--- src/hw/rtl/assert_macros.svh ---
// assertion helpers shared by the rtl files
// every check is clocked on clock and switched off while reset is high
`ifndef ASSERT_MACROS_SVH
`define ASSERT_MACROS_SVH

// consequent must hold in the cycle after the antecedent
`define HCC_ASSERT_NEXT(label, ante, cons) \
   label: assert property (@(posedge clock) disable iff (reset) (ante) |=> (cons)) \
      else $error("hcc check failed: next-cycle property");

// consequent must hold in the same cycle as the antecedent
`define HCC_ASSERT_SAME(label, ante, cons) \
   label: assert property (@(posedge clock) disable iff (reset) (ante) |-> (cons)) \
      else $error("hcc check failed: same-cycle property");

`endif

--- src/hw/rtl/hcc_pkg.sv ---
// ----------------------------------------------------------------------------
// hcc_pkg
// Types, codes and helpers shared by the heater cycle controller files.
// ----------------------------------------------------------------------------
`default_nettype none

package hcc_pkg;

   localparam int TEMP_W = 10;
   localparam int TIME_W = 32;
   localparam int CSR_INDEX_W = 3;

   // register indexes on the csr port
   localparam logic [CSR_INDEX_W-1:0] CSR_HEAT_LIMIT        = 3'd0;
   localparam logic [CSR_INDEX_W-1:0] CSR_HOLD_TIME_MS      = 3'd1;
   localparam logic [CSR_INDEX_W-1:0] CSR_BAND_BLUE_LIMIT   = 3'd2;
   localparam logic [CSR_INDEX_W-1:0] CSR_BAND_YELLOW_LIMIT = 3'd3;
   localparam logic [CSR_INDEX_W-1:0] CSR_BAND_PURPLE_LIMIT = 3'd4;

   // register reset values
   localparam logic [TEMP_W-1:0] HEAT_LIMIT_RST        = 10'd300;
   localparam logic [TIME_W-1:0] HOLD_TIME_MS_RST      = 32'd10000;
   localparam logic [TEMP_W-1:0] BAND_BLUE_LIMIT_RST   = 10'd150;
   localparam logic [TEMP_W-1:0] BAND_YELLOW_LIMIT_RST = 10'd230;
   localparam logic [TEMP_W-1:0] BAND_PURPLE_LIMIT_RST = 10'd300;

   // operating modes
   localparam logic [1:0] MODE_STANDBY  = 2'd0;
   localparam logic [1:0] MODE_HEATING  = 2'd1;
   localparam logic [1:0] MODE_FINISHED = 2'd2;

   // led colors
   localparam logic [2:0] LED_OFF    = 3'd0;
   localparam logic [2:0] LED_WHITE  = 3'd1;
   localparam logic [2:0] LED_GREEN  = 3'd2;
   localparam logic [2:0] LED_BLUE   = 3'd3;
   localparam logic [2:0] LED_YELLOW = 3'd4;
   localparam logic [2:0] LED_PURPLE = 3'd5;
   localparam logic [2:0] LED_RED    = 3'd6;

   // led patterns
   localparam logic [1:0] PAT_STEADY   = 2'd0;
   localparam logic [1:0] PAT_STANDBY  = 2'd1;
   localparam logic [1:0] PAT_HEATING  = 2'd2;
   localparam logic [1:0] PAT_FINISHED = 2'd3;

   typedef struct packed {
      logic [TIME_W-1:0] now_ms;
      logic [TEMP_W-1:0] temperature;
      logic              press_event;
      logic              button_level;
   } req_type;

   typedef struct packed {
      logic       relay_on;
      logic [2:0] led_color;
      logic [1:0] led_pattern;
      logic [1:0] mode_now;
   } rsp_type;

   typedef struct packed {
      logic [TEMP_W-1:0] heat_limit;
      logic [TIME_W-1:0] hold_time_ms;
      logic [TEMP_W-1:0] band_blue_limit;
      logic [TEMP_W-1:0] band_yellow_limit;
      logic [TEMP_W-1:0] band_purple_limit;
   } cfg_type;

   // first band whose limit is met wins
   function automatic logic [2:0] band_color(
      input logic [TEMP_W-1:0] temp,
      input cfg_type           cfg
   );
      logic [2:0] color;
      if (temp <= cfg.band_blue_limit) begin
         color = LED_BLUE;
      end else if (temp <= cfg.band_yellow_limit) begin
         color = LED_YELLOW;
      end else if (temp <= cfg.band_purple_limit) begin
         color = LED_PURPLE;
      end else begin
         color = LED_RED;
      end
      return color;
   endfunction

endpackage

`default_nettype wire

--- src/hw/rtl/heater_cycle_controller.sv ---
// ----------------------------------------------------------------------------
// heater_cycle_controller
// Heater relay and status led control, one control pass per request beat.
// ----------------------------------------------------------------------------
//
//   port group  direction  handshake          payload
//   req_        in         req_valid/stall    hcc_pkg::req_type
//   rsp_        out        rsp_valid/stall    hcc_pkg::rsp_type
//   csr_        in         csr_valid/ready    csr_index, csr_data
//
// One beat per cycle sustained while rsp_stall is low; an accepted beat sits in the input
// register, and its result is then held in the result register and driven on rsp_.
// req_stall comes from the skid flop, never combinationally from rsp_stall;
// a held rsp_ absorbs three beats (result, input, skid) before req_stall rises.
// Synchronous reset clears the mode machine, timer and configuration to
// their defaults; csr_ready is always high.
// ----------------------------------------------------------------------------
`default_nettype none

`include "assert_macros.svh"

module heater_cycle_controller (
   input  wire logic                             clock,
   input  wire logic                             reset,
   input  wire logic                             req_valid,
   output logic                                  req_stall,
   input  wire hcc_pkg::req_type                 req_data,
   output logic                                  rsp_valid,
   input  wire logic                             rsp_stall,
   output hcc_pkg::rsp_type                      rsp_data,
   input  wire logic                             csr_valid,
   output logic                                  csr_ready,
   input  wire logic [hcc_pkg::CSR_INDEX_W-1:0]  csr_index,
   input  wire logic [hcc_pkg::TIME_W-1:0]       csr_data
);

   hcc_pkg::req_type sk_data;
   logic             sk_valid;
   logic             sk_stall;

   logic             in_vld_ff;
   hcc_pkg::req_type in_data_ff;
   logic             out_vld_ff;
   hcc_pkg::rsp_type out_data_ff;

   logic             pipe_en;
   logic             pass_en;
   hcc_pkg::cfg_type cfg;
   hcc_pkg::rsp_type result;

   assign csr_ready = 1'b1;
   assign pipe_en   = ~out_vld_ff | ~rsp_stall;
   assign pass_en   = in_vld_ff & pipe_en;
   assign sk_stall  = in_vld_ff & ~pipe_en;
   assign rsp_valid = out_vld_ff;
   assign rsp_data  = out_data_ff;

   hcc_skid u_skid (
      .clock    (clock),
      .reset    (reset),
      .up_valid (req_valid),
      .up_stall (req_stall),
      .up_data  (req_data),
      .dn_valid (sk_valid),
      .dn_stall (sk_stall),
      .dn_data  (sk_data)
   );

   hcc_csr u_csr (
      .clock    (clock),
      .reset    (reset),
      .wr_en    (csr_valid & csr_ready),
      .wr_index (csr_index),
      .wr_data  (csr_data),
      .cfg      (cfg)
   );

   hcc_core u_core (
      .clock   (clock),
      .reset   (reset),
      .pass_en (pass_en),
      .item    (in_data_ff),
      .cfg     (cfg),
      .result  (result)
   );

   always_ff @(posedge clock) begin
      if (reset) begin
         in_vld_ff  <= 1'b0;
         out_vld_ff <= 1'b0;
      end else begin
         if (!sk_stall) begin
            in_vld_ff <= sk_valid;
         end
         if (pipe_en) begin
            out_vld_ff <= in_vld_ff;
         end
      end
   end

   always_ff @(posedge clock) begin
      if (!sk_stall && sk_valid) begin
         in_data_ff <= sk_data;
      end
      if (pass_en) begin
         out_data_ff <= result;
      end
   end

   // skid only fills behind a held input register
   `HCC_ASSERT_SAME(a_skid_behind_input, req_stall, in_vld_ff)
   `HCC_ASSERT_NEXT(a_pass_lands, pass_en, out_vld_ff)

endmodule

`default_nettype wire

--- src/hw/rtl/hcc_skid.sv ---
// ----------------------------------------------------------------------------
// hcc_skid
// Skid buffer on the request side, so req_stall comes straight from a flop.
// ----------------------------------------------------------------------------
`default_nettype none

module hcc_skid (
   input  wire logic            clock,
   input  wire logic            reset,
   input  wire logic            up_valid,
   output logic                 up_stall,
   input  wire hcc_pkg::req_type up_data,
   output logic                 dn_valid,
   input  wire logic            dn_stall,
   output hcc_pkg::req_type     dn_data
);

   logic             skid_vld_ff;
   logic             skid_vld_in;
   hcc_pkg::req_type skid_data_ff;

   assign up_stall = skid_vld_ff;
   assign dn_valid = skid_vld_ff | up_valid;
   assign dn_data  = skid_vld_ff ? skid_data_ff : up_data;

   always_comb begin
      skid_vld_in = skid_vld_ff;
      if (skid_vld_ff && !dn_stall) begin
         skid_vld_in = 1'b0;
      end else if (!skid_vld_ff && up_valid && dn_stall) begin
         skid_vld_in = 1'b1;
      end
   end

   always_ff @(posedge clock) begin
      if (reset) begin
         skid_vld_ff <= 1'b0;
      end else begin
         skid_vld_ff <= skid_vld_in;
      end
   end

   // park the beat that arrived while downstream stalled
   always_ff @(posedge clock) begin
      if (!skid_vld_ff && up_valid && dn_stall) begin
         skid_data_ff <= up_data;
      end
   end

endmodule

`default_nettype wire

--- src/hw/rtl/hcc_csr.sv ---
// ----------------------------------------------------------------------------
// hcc_csr
// Configuration registers: limits, hold time and color band edges.
// ----------------------------------------------------------------------------
`default_nettype none

module hcc_csr (
   input  wire logic                                clock,
   input  wire logic                                reset,
   input  wire logic                                wr_en,
   input  wire logic [hcc_pkg::CSR_INDEX_W-1:0]     wr_index,
   input  wire logic [hcc_pkg::TIME_W-1:0]          wr_data,
   output hcc_pkg::cfg_type                         cfg
);

   hcc_pkg::cfg_type cfg_ff;
   hcc_pkg::cfg_type cfg_in;

   assign cfg = cfg_ff;

   always_comb begin
      cfg_in = cfg_ff;
      if (wr_en) begin
         case (wr_index)
            hcc_pkg::CSR_HEAT_LIMIT: begin
               cfg_in.heat_limit = wr_data[hcc_pkg::TEMP_W-1:0];
            end
            hcc_pkg::CSR_HOLD_TIME_MS: begin
               cfg_in.hold_time_ms = wr_data;
            end
            hcc_pkg::CSR_BAND_BLUE_LIMIT: begin
               cfg_in.band_blue_limit = wr_data[hcc_pkg::TEMP_W-1:0];
            end
            hcc_pkg::CSR_BAND_YELLOW_LIMIT: begin
               cfg_in.band_yellow_limit = wr_data[hcc_pkg::TEMP_W-1:0];
            end
            hcc_pkg::CSR_BAND_PURPLE_LIMIT: begin
               cfg_in.band_purple_limit = wr_data[hcc_pkg::TEMP_W-1:0];
            end
            default: begin
               cfg_in = cfg_ff;
            end
         endcase
      end
   end

   always_ff @(posedge clock) begin
      if (reset) begin
         cfg_ff.heat_limit        <= hcc_pkg::HEAT_LIMIT_RST;
         cfg_ff.hold_time_ms      <= hcc_pkg::HOLD_TIME_MS_RST;
         cfg_ff.band_blue_limit   <= hcc_pkg::BAND_BLUE_LIMIT_RST;
         cfg_ff.band_yellow_limit <= hcc_pkg::BAND_YELLOW_LIMIT_RST;
         cfg_ff.band_purple_limit <= hcc_pkg::BAND_PURPLE_LIMIT_RST;
      end else begin
         cfg_ff <= cfg_in;
      end
   end

endmodule

`default_nettype wire

--- src/hw/rtl/hcc_core.sv ---
// ----------------------------------------------------------------------------
// hcc_core
// Mode machine, press lockout, hold timer and led selection for one pass.
// ----------------------------------------------------------------------------
`default_nettype none

`include "assert_macros.svh"

module hcc_core (
   input  wire logic             clock,
   input  wire logic             reset,
   input  wire logic             pass_en,
   input  wire hcc_pkg::req_type item,
   input  wire hcc_pkg::cfg_type cfg,
   output hcc_pkg::rsp_type      result
);

   logic [1:0]                  mode_ff;
   logic [1:0]                  mode_in;
   logic [hcc_pkg::TEMP_W-1:0]  last_temp_ff;
   logic                        lockout_ff;
   logic                        lockout_in;
   logic                        armed_ff;
   logic                        armed_in;
   logic [hcc_pkg::TIME_W-1:0]  start_ms_ff;
   logic [hcc_pkg::TIME_W-1:0]  start_ms_in;

   logic                        press_take;
   logic [1:0]                  mode_pressed;
   logic                        lock_set;
   logic                        heating;
   logic                        reached;
   logic                        arm;
   logic [hcc_pkg::TIME_W-1:0]  elapsed;
   logic                        expire;

   assign press_take = item.press_event & ~lockout_ff;
   assign lock_set   = press_take | lockout_ff;
   assign lockout_in = lock_set & item.button_level;
   assign heating    = (mode_ff == hcc_pkg::MODE_HEATING);
   assign reached    = (item.temperature >= cfg.heat_limit);
   // wraps modulo 2^32 like the timestamp
   assign elapsed    = item.now_ms - start_ms_ff;
   assign arm        = heating & reached & ~armed_ff;
   assign expire     = heating & ~arm & armed_ff & (elapsed >= cfg.hold_time_ms);

   always_comb begin
      mode_pressed = mode_ff;
      if (press_take) begin
         if (mode_ff == hcc_pkg::MODE_STANDBY) begin
            mode_pressed = (last_temp_ff >= cfg.heat_limit) ?
                           hcc_pkg::MODE_FINISHED : hcc_pkg::MODE_HEATING;
         end else begin
            mode_pressed = hcc_pkg::MODE_STANDBY;
         end
      end
   end

   always_comb begin
      mode_in     = expire ? hcc_pkg::MODE_FINISHED : mode_pressed;
      armed_in    = armed_ff;
      start_ms_in = start_ms_ff;
      if (arm) begin
         armed_in    = 1'b1;
         start_ms_in = item.now_ms;
      end else if (expire) begin
         armed_in    = 1'b0;
         start_ms_in = '0;
      end
   end

   // led follows the mode before the timer gets its say
   always_comb begin
      result.relay_on = heating;
      result.mode_now = mode_in;
      if (item.button_level) begin
         result.led_color   = lockout_in ? hcc_pkg::LED_OFF : hcc_pkg::LED_WHITE;
         result.led_pattern = hcc_pkg::PAT_STEADY;
      end else begin
         case (mode_pressed)
            hcc_pkg::MODE_STANDBY: begin
               result.led_color   = hcc_pkg::LED_GREEN;
               result.led_pattern = hcc_pkg::PAT_STANDBY;
            end
            hcc_pkg::MODE_HEATING: begin
               result.led_color   = hcc_pkg::band_color(item.temperature, cfg);
               result.led_pattern = hcc_pkg::PAT_HEATING;
            end
            default: begin
               result.led_color   = hcc_pkg::band_color(item.temperature, cfg);
               result.led_pattern = hcc_pkg::PAT_FINISHED;
            end
         endcase
      end
   end

   always_ff @(posedge clock) begin
      if (reset) begin
         mode_ff      <= hcc_pkg::MODE_STANDBY;
         last_temp_ff <= '0;
         lockout_ff   <= 1'b0;
         armed_ff     <= 1'b0;
         start_ms_ff  <= '0;
      end else if (pass_en) begin
         mode_ff      <= mode_in;
         last_temp_ff <= item.temperature;
         lockout_ff   <= lockout_in;
         armed_ff     <= armed_in;
         start_ms_ff  <= start_ms_in;
      end
   end

   `HCC_ASSERT_NEXT(a_expire_finishes, pass_en && expire,
      mode_ff == hcc_pkg::MODE_FINISHED && !armed_ff && start_ms_ff == '0)
   `HCC_ASSERT_NEXT(a_arm_records_time, pass_en && arm,
      armed_ff && start_ms_ff == $past(item.now_ms))
   `HCC_ASSERT_NEXT(a_press_locks, pass_en && press_take && item.button_level,
      lockout_ff)
   `HCC_ASSERT_SAME(a_timer_only_heating, expire || arm, heating)

endmodule

`default_nettype wire

--- config.mk ---
export PLATFORM = sky130hd
export DESIGN_NAME = heater_cycle_controller
export DESIGN_NICKNAME = d
export VERILOG_FILES = /design/src/hw/rtl/hcc_pkg.sv /design/src/hw/rtl/heater_cycle_controller.sv /design/src/hw/rtl/hcc_skid.sv /design/src/hw/rtl/hcc_csr.sv /design/src/hw/rtl/hcc_core.sv
export VERILOG_INCLUDE_DIRS = /design/src /design/src/hw/rtl
export SDC_FILE = /design/constraint.sdc
export NUM_CORES = 1
export LEC_CHECK = 0
export ABC_AREA = 1
export BUFFER_PORTS_ARGS = -buffer_cell sky130_fd_sc_hd__clkbuf_2
export CAP_MARGIN = 25
export CORE_UTILIZATION = 57
export CTS_CLUSTER_SIZE = 16
export DETAILED_ROUTE_END_ITERATION = 7
export PLACE_DENSITY = 0.76
export SLEW_MARGIN = 20
export SYNTH_ARGS = -nofsm -noshare
export SYNTH_HDL_FRONTEND = slang
export SYNTH_SLANG_ARGS = --single-unit
--- constraint.sdc ---
create_clock -name clock -period 4.05 [get_ports clock]
set_input_delay 0.81 -clock clock [delete_from_list [all_inputs] [get_ports clock]]
set_output_delay 0.81 -clock clock [all_outputs]
set_load 0.02 [all_outputs]
* After elaboration in Yosys (flattened, before gate mapping)
Index checks and enable logic that the tools add are counted.
** Operators by class
- Reduce and logical (&&, ||, !) cells :: 17
- Mux-type cells :: 15
- Bitwise operators :: 18
- Add/sub/neg operators :: 1
- Eq/ne operators :: 6
- $lt $le $gt $ge :: 6
** Operators by type and width (number)
- 32-bit two-way mux :: 2
- 44-bit two-way mux :: 1
- 32-bit >= comparator :: 1
- 32-bit subtractor :: 1
- 10-bit <= comparator :: 3
- 10-bit >= comparator :: 2
- 2-bit two-way mux :: 6
- 2-bit AND reduction :: 6
- 5-bit one-hot mux with 2 select lines :: 1
- 1-bit AND :: 9
- 3-bit by 2-bit == test with 1-bit output, second input constant :: 2
- 1-bit NOT :: 6
- 5-bit two-way mux :: 1
- 2-bit by 1-bit == test with 1-bit output, second input constant :: 2
- 1-bit logical AND :: 4
- 2-bit logical NOT :: 2
- 3-bit by 1-bit == test with 1-bit output, second input constant :: 1
- 3-bit == test, second input constant :: 1
- 3-bit logical NOT :: 1
- 1-bit two-way mux :: 3
- 3-bit two-way mux :: 1
- 1-bit bitwise OR :: 3
- 1-bit logical NOT :: 2
- 2-bit nonzero test :: 1
- 2-bit OR reduction :: 1
** Storage, ports and cells
- Register bits :: 217

* Logic depth before layout (Yosys ltp)
- Depth after elaboration :: 9
- Mapped depth :: 26

* By module
Synthesis repeated with hierarchy kept, for this count alone.
** Unflattened totals
- Cell total of the unflattened synthesis :: 1561
- Area, all modules :: 12346.8 µm²
** Modules (own cells, without submodules)
- hcc_core :: sequential area each 920.9 µm², area each 5841.9 µm², instances 1, cells each 888
- hcc_csr :: sequential area each 1441.4 µm², area each 2871.5 µm², instances 1, cells each 413
- hcc_skid :: sequential area each 1341.3 µm², area each 1969.4 µm², instances 1, cells each 194
- heater_cycle_controller :: sequential area each 1601.5 µm², area each 1664.1 µm², instances 1, cells each 66

* Worst setup path after synthesis
Ideal clock, no wire load.
- Kind :: input -> register
- From :: in rsp_stall
- To :: reg u_skid.skid_data_ff[0] in the netlist's numbering (enable)
- Data required time :: 3.605 ns
- Data arrival time :: 2.943 ns
- Slack :: 0.662 ns
- Stages on the path :: 4
- Path through :: nand2_1 -> inv_2 -> nand2_1 -> nor2_1
** On the way
- Word-level cells in the longest chain between the ends :: 5
** Ends and longest elaborated chain
- start, declared :: line heater_cycle_controller.sv:29 : input wire logic rsp_stall,
- 1-bit NOT :: line heater_cycle_controller.sv:52 : assign pipe_en = ~out_vld_ff | ~rsp_stall;
- 1-bit bitwise OR :: line heater_cycle_controller.sv:52
- 1-bit NOT :: line heater_cycle_controller.sv:54 : assign sk_stall = in_vld_ff & ~pipe_en;
- 1-bit AND :: line heater_cycle_controller.sv:54
- 1-bit logical AND :: line hcc_skid.sv:45 : if (!skid_vld_ff && up_valid && dn_stall) begin
- end signal, assigned :: line hcc_skid.sv:46 : skid_data_ff <= up_data;
- end, declared :: line hcc_skid.sv:20 : hcc_pkg::req_type skid_data_ff;
Every way passes these cells.
A chain may end at the register's enable or synchronous reset.

* Final worst setup path
- From :: reg in_data_ff[12] in the netlist's numbering
- To :: reg u_core.start_ms_ff[2] in the netlist's numbering
** On the way
- Word-level cells in the longest chain between the ends :: 5
** Ends and longest elaborated chain
- start, declared :: line heater_cycle_controller.sv:42 : hcc_pkg::req_type in_data_ff;
- start signal, assigned :: line heater_cycle_controller.sv:103 : in_data_ff <= sk_data;
- 32-bit subtractor :: line hcc_core.sv:43 : assign elapsed = item.now_ms - start_ms_ff;
- 32-bit >= comparator :: line hcc_core.sv:45 : assign expire = heating & ~arm & armed_ff & (elapsed >= cfg.hold_time_ms);
- 1-bit AND :: line hcc_core.sv:45
- 2-bit nonzero test (no source line)
- 2-bit AND reduction (no source line)
- end signal, assigned :: line hcc_core.sv:109 : start_ms_ff <= start_ms_in;
- end, declared :: line hcc_core.sv:25 : logic [hcc_pkg::TIME_W-1:0] start_ms_ff;
Every way passes these cells.

==> metrics <==
Total Routing Usage GR=0.252; CP endpoint kind=flip-flop; Worst path depth=22; pre-CTS setup slack=267 ps; maximum clock frequency=0.273 GHz; DRT Pass-1 Iters=6; CP Max Fanout=17; Gates resized, CTS repair=0; RePlAce Congestion=0.927; Worst Tran Pin Value=1010 ps; TritonCTS buffer count=24; slowest stage delay, CP=390 ps; most frequent cells in the layout=nand2_1 (306), inv_1 (185), a21oi_1 (124); Final Cycle Share=0.903; crit path to=u_core.start_ms_ff[2]$_SDFFE_PP0P_; Required @ worst endpoint=4420 ps; drt wl/cell=15.1 um; Detailed Route Iter0 Violations=492; number of global-route vias before repair=9200; TritonCTS clock tree=built; row cnt=52; ant diodes=0; Setup CP Type=flip-flop to flip-flop; synthesized area per cell=8.48 um2; # Post-CTS Setup Buffers=0; Setup Skew=8.76 ps; warnings from Yosys=0; Yosys cell types=52; RSZ-0062 raised after global routing=yes; remaining antenna violation count=0; Worst R2R End=u_core.start_ms_ff[2]$_SDFFE_PP0P_; root buffer cell=clkbuf_16; Starting Density=0.589; share of layout cells above drive strength 1=0.161; final setup fails=0; area delta synth->final=11.9%; worst-case reg-to-reg path depth=22; Detailed Route WL=27200 um; launch point of the worst path=in_data_ff[12]$_DFFE_PP_; power density over the cells=396 nW/um2; Critical Path Source Type=flip-flop; Die Area=21800 um2; register area share after synthesis=0.439; WP data arrival=4030 ps; htree depth=1; relative slew slack=0.326; Nets=1706; final worst slack=391 ps; total number of vias=9572; worst skew pair latency=510 ps; DR vias/cell=5.33; largest net degree at the start of global routing=67; Ports=95; antenna violations before repair=0; total grt overflow=0; Post-DP HPWL=19800 um; first-pass GRT wire length=44200 um; Worst-path clk slew=60 ps; Setup TNS Final=0 ps; Critical Path, Cell by Cell=inv_1, ha_1, inv_1, fa_1, nand3_1, nand2_1, a21oi_2, o21bai_2, nand2_1, nand2_2, a21oi_1, xnor2_1, ha_1, nand2_1, nor2_1, nand4_1, nor2_1, nand2_1, nand2_2, nand3_4, nand3_1, a21oi_2; Core Area=20500 um2; flop2flop setup slack=390 ps; Final Hold Fails=0; Hold Path Class=flip-flop to flip-flop; #FFs+latches synth=217; Period minus WS final=3660 ps; CP most frequent cell=nand2_1; R2R Path Start=in_data_ff[12]$_DFFE_PP_; number of buffers and inverters on the critical path=2; Hold Buf Count CTS=0; worst vdd ir=0.347 mV; IO Port Bufs=93; Max Cap Violations=0; Syn Nets=1622; status=completed; final design utilization=0.659; most common cell after layout, fill and taps aside=nand2_1; Synth Cell Area=12100 um2; Slowest-stage cell, CP=edfxtp_1; CTS max path bufs=3; die height=148 um; detailed-route DRC error count=0; Pins Over Slew Limit=0; Die X=148 um; # clock sinks=217; Post-Synthesis Cells=1424; Lkg Pwr=5.83 nW; Top delay family on crit path=simple AND/OR/NAND/NOR gates
==> how the worst min path moves through the flow <==
stage,endpoint,slack [ps],cells after the start,from
after CTS,u_csr.cfg[29]$_SDFFE_PP0P_,460,2,u_csr.cfg[29]$_SDFFE_PP0P_
after detailed placement,u_csr.cfg[29]$_SDFFE_PP0P_,450,2,u_csr.cfg[29]$_SDFFE_PP0P_
after global routing,u_csr.cfg[28]$_SDFFE_PP0P_,480,2,u_csr.cfg[28]$_SDFFE_PP0P_
final,u_csr.cfg[29]$_SDFFE_PP0P_,460,2,u_csr.cfg[29]$_SDFFE_PP0P_
after floorplan,u_csr.cfg[13]$_SDFFE_PP0P_,430,2,u_csr.cfg[13]$_SDFFE_PP0P_
after global placement,u_csr.cfg[9]$_SDFFE_PP0P_,440,2,u_csr.cfg[9]$_SDFFE_PP0P_
==> sequential cells by signal (all words and copies together) (netlist names) <==
| name | flops |
|---|---|
| u_core.mode_ff | 2 |
| u_core.last_temp_ff | 10 |
| in_data_ff | 44 |
| u_skid.up_stall | 1 |
| u_core.armed_ff | 1 |
| u_core.start_ms_ff | 32 |
| u_csr.cfg | 72 |
| rsp_valid | 1 |
| u_core.lockout_ff | 1 |
| u_skid.skid_data_ff | 44 |
| rsp_data | 8 |
| in_vld_ff | 1 |
==> cells in the mapped netlist, drive strengths merged <==
cell type / number / area, um2
xnor2: 6 / 52.6
nor3b: 1 / 7.51
clkinv: 4 / 20.0
fa: 1 / 20.0
dfxtp: 121 / 2420
edfxtp: 96 / 2880
o2111ai: 1 / 8.76
clkbuf: 33 / 124
nor2: 102 / 402
conb: 1 / 3.75
nand2: 339 / 1360
buf: 11 / 126
inv: 194 / 728
ha: 113 / 1410
a22oi: 1 / 7.51
o21a: 4 / 30.0
o221ai: 1 / 8.76
a31oi: 2 / 12.5
xor2: 17 / 149
nor3: 5 / 25.0
a21oi: 156 / 901
nand3b: 1 / 7.51
o211ai: 23 / 173
a21o: 9 / 68.8
a21boi: 3 / 26.3
o21bai: 4 / 33.8
nand4: 10 / 68.8
o21ai: 97 / 493
nor4: 3 / 46.3
o22ai: 1 / 6.26
nand3: 61 / 418
a211oi: 3 / 27.5
==> per-stage QoR <==
stage	area, um2	hold slack (ps)	total power (W)	std cells
2_1_floorplan	12100	433	0.00298	1424
4_1_cts	13500	460	0.00537	1795
3_3_place_gp	12700	443	0.00317	1751
6_report	13500	461	0.00536	1796
3_5_place_dp	12700	451	0.00319	1751
5_1_grt	13500	477	0.00558	1796
==> layer usage <==
metal / track usage / share of wire / up-vias
li1: - / - / 4898
met1: 0.356 / 0.49 / 4408
met2: 0.412 / 0.44 / 225
met3: 0.0259 / 0.043 / 41
met4: 0.0727 / 0.025 / 0
met5: 0 / 0 / -
==> worst min-delay path: stages, from the launching register on <==
cell     delay, ps
dfxtp_1        300
inv_1           60
a21oi_1         60
==> cell families (layout without fill, tap and decap cells) <==
kind of cell | Yosys count | after routing | share of synthesized area
adders and majority gates | 114 | 114 | 0.119
other | 1 | 1 | 0.000311
AOI/OAI and AO/OA | 305 | 305 | 0.149
DFF | 217 | 217 | 0.439
and+or+nand+nor | 522 | 523 | 0.193
xor gates and xnor gates | 23 | 23 | 0.0167
buffers and inverters | 242 | 343 | 0.0827
==> power breakdown <==
group	leakage, nW	switching, W	internal, W
sequential	1.89	0.0000492	0.00237
clock	0.394	0.000867	0.00133
combinational	3.55	0.000466	0.000276
==> final cells by class <==
type / count / area, um2
fill: 1721 / 6980
multi-input combinational: 966 / 5800
sequential: 217 / 5310
inverter: 198 / 748
clock buffer: 32 / 694
timing repair buffer: 101 / 526
tap: 270 / 338
clock inverter: 12 / 104
(Power assumes the default switching activity.)
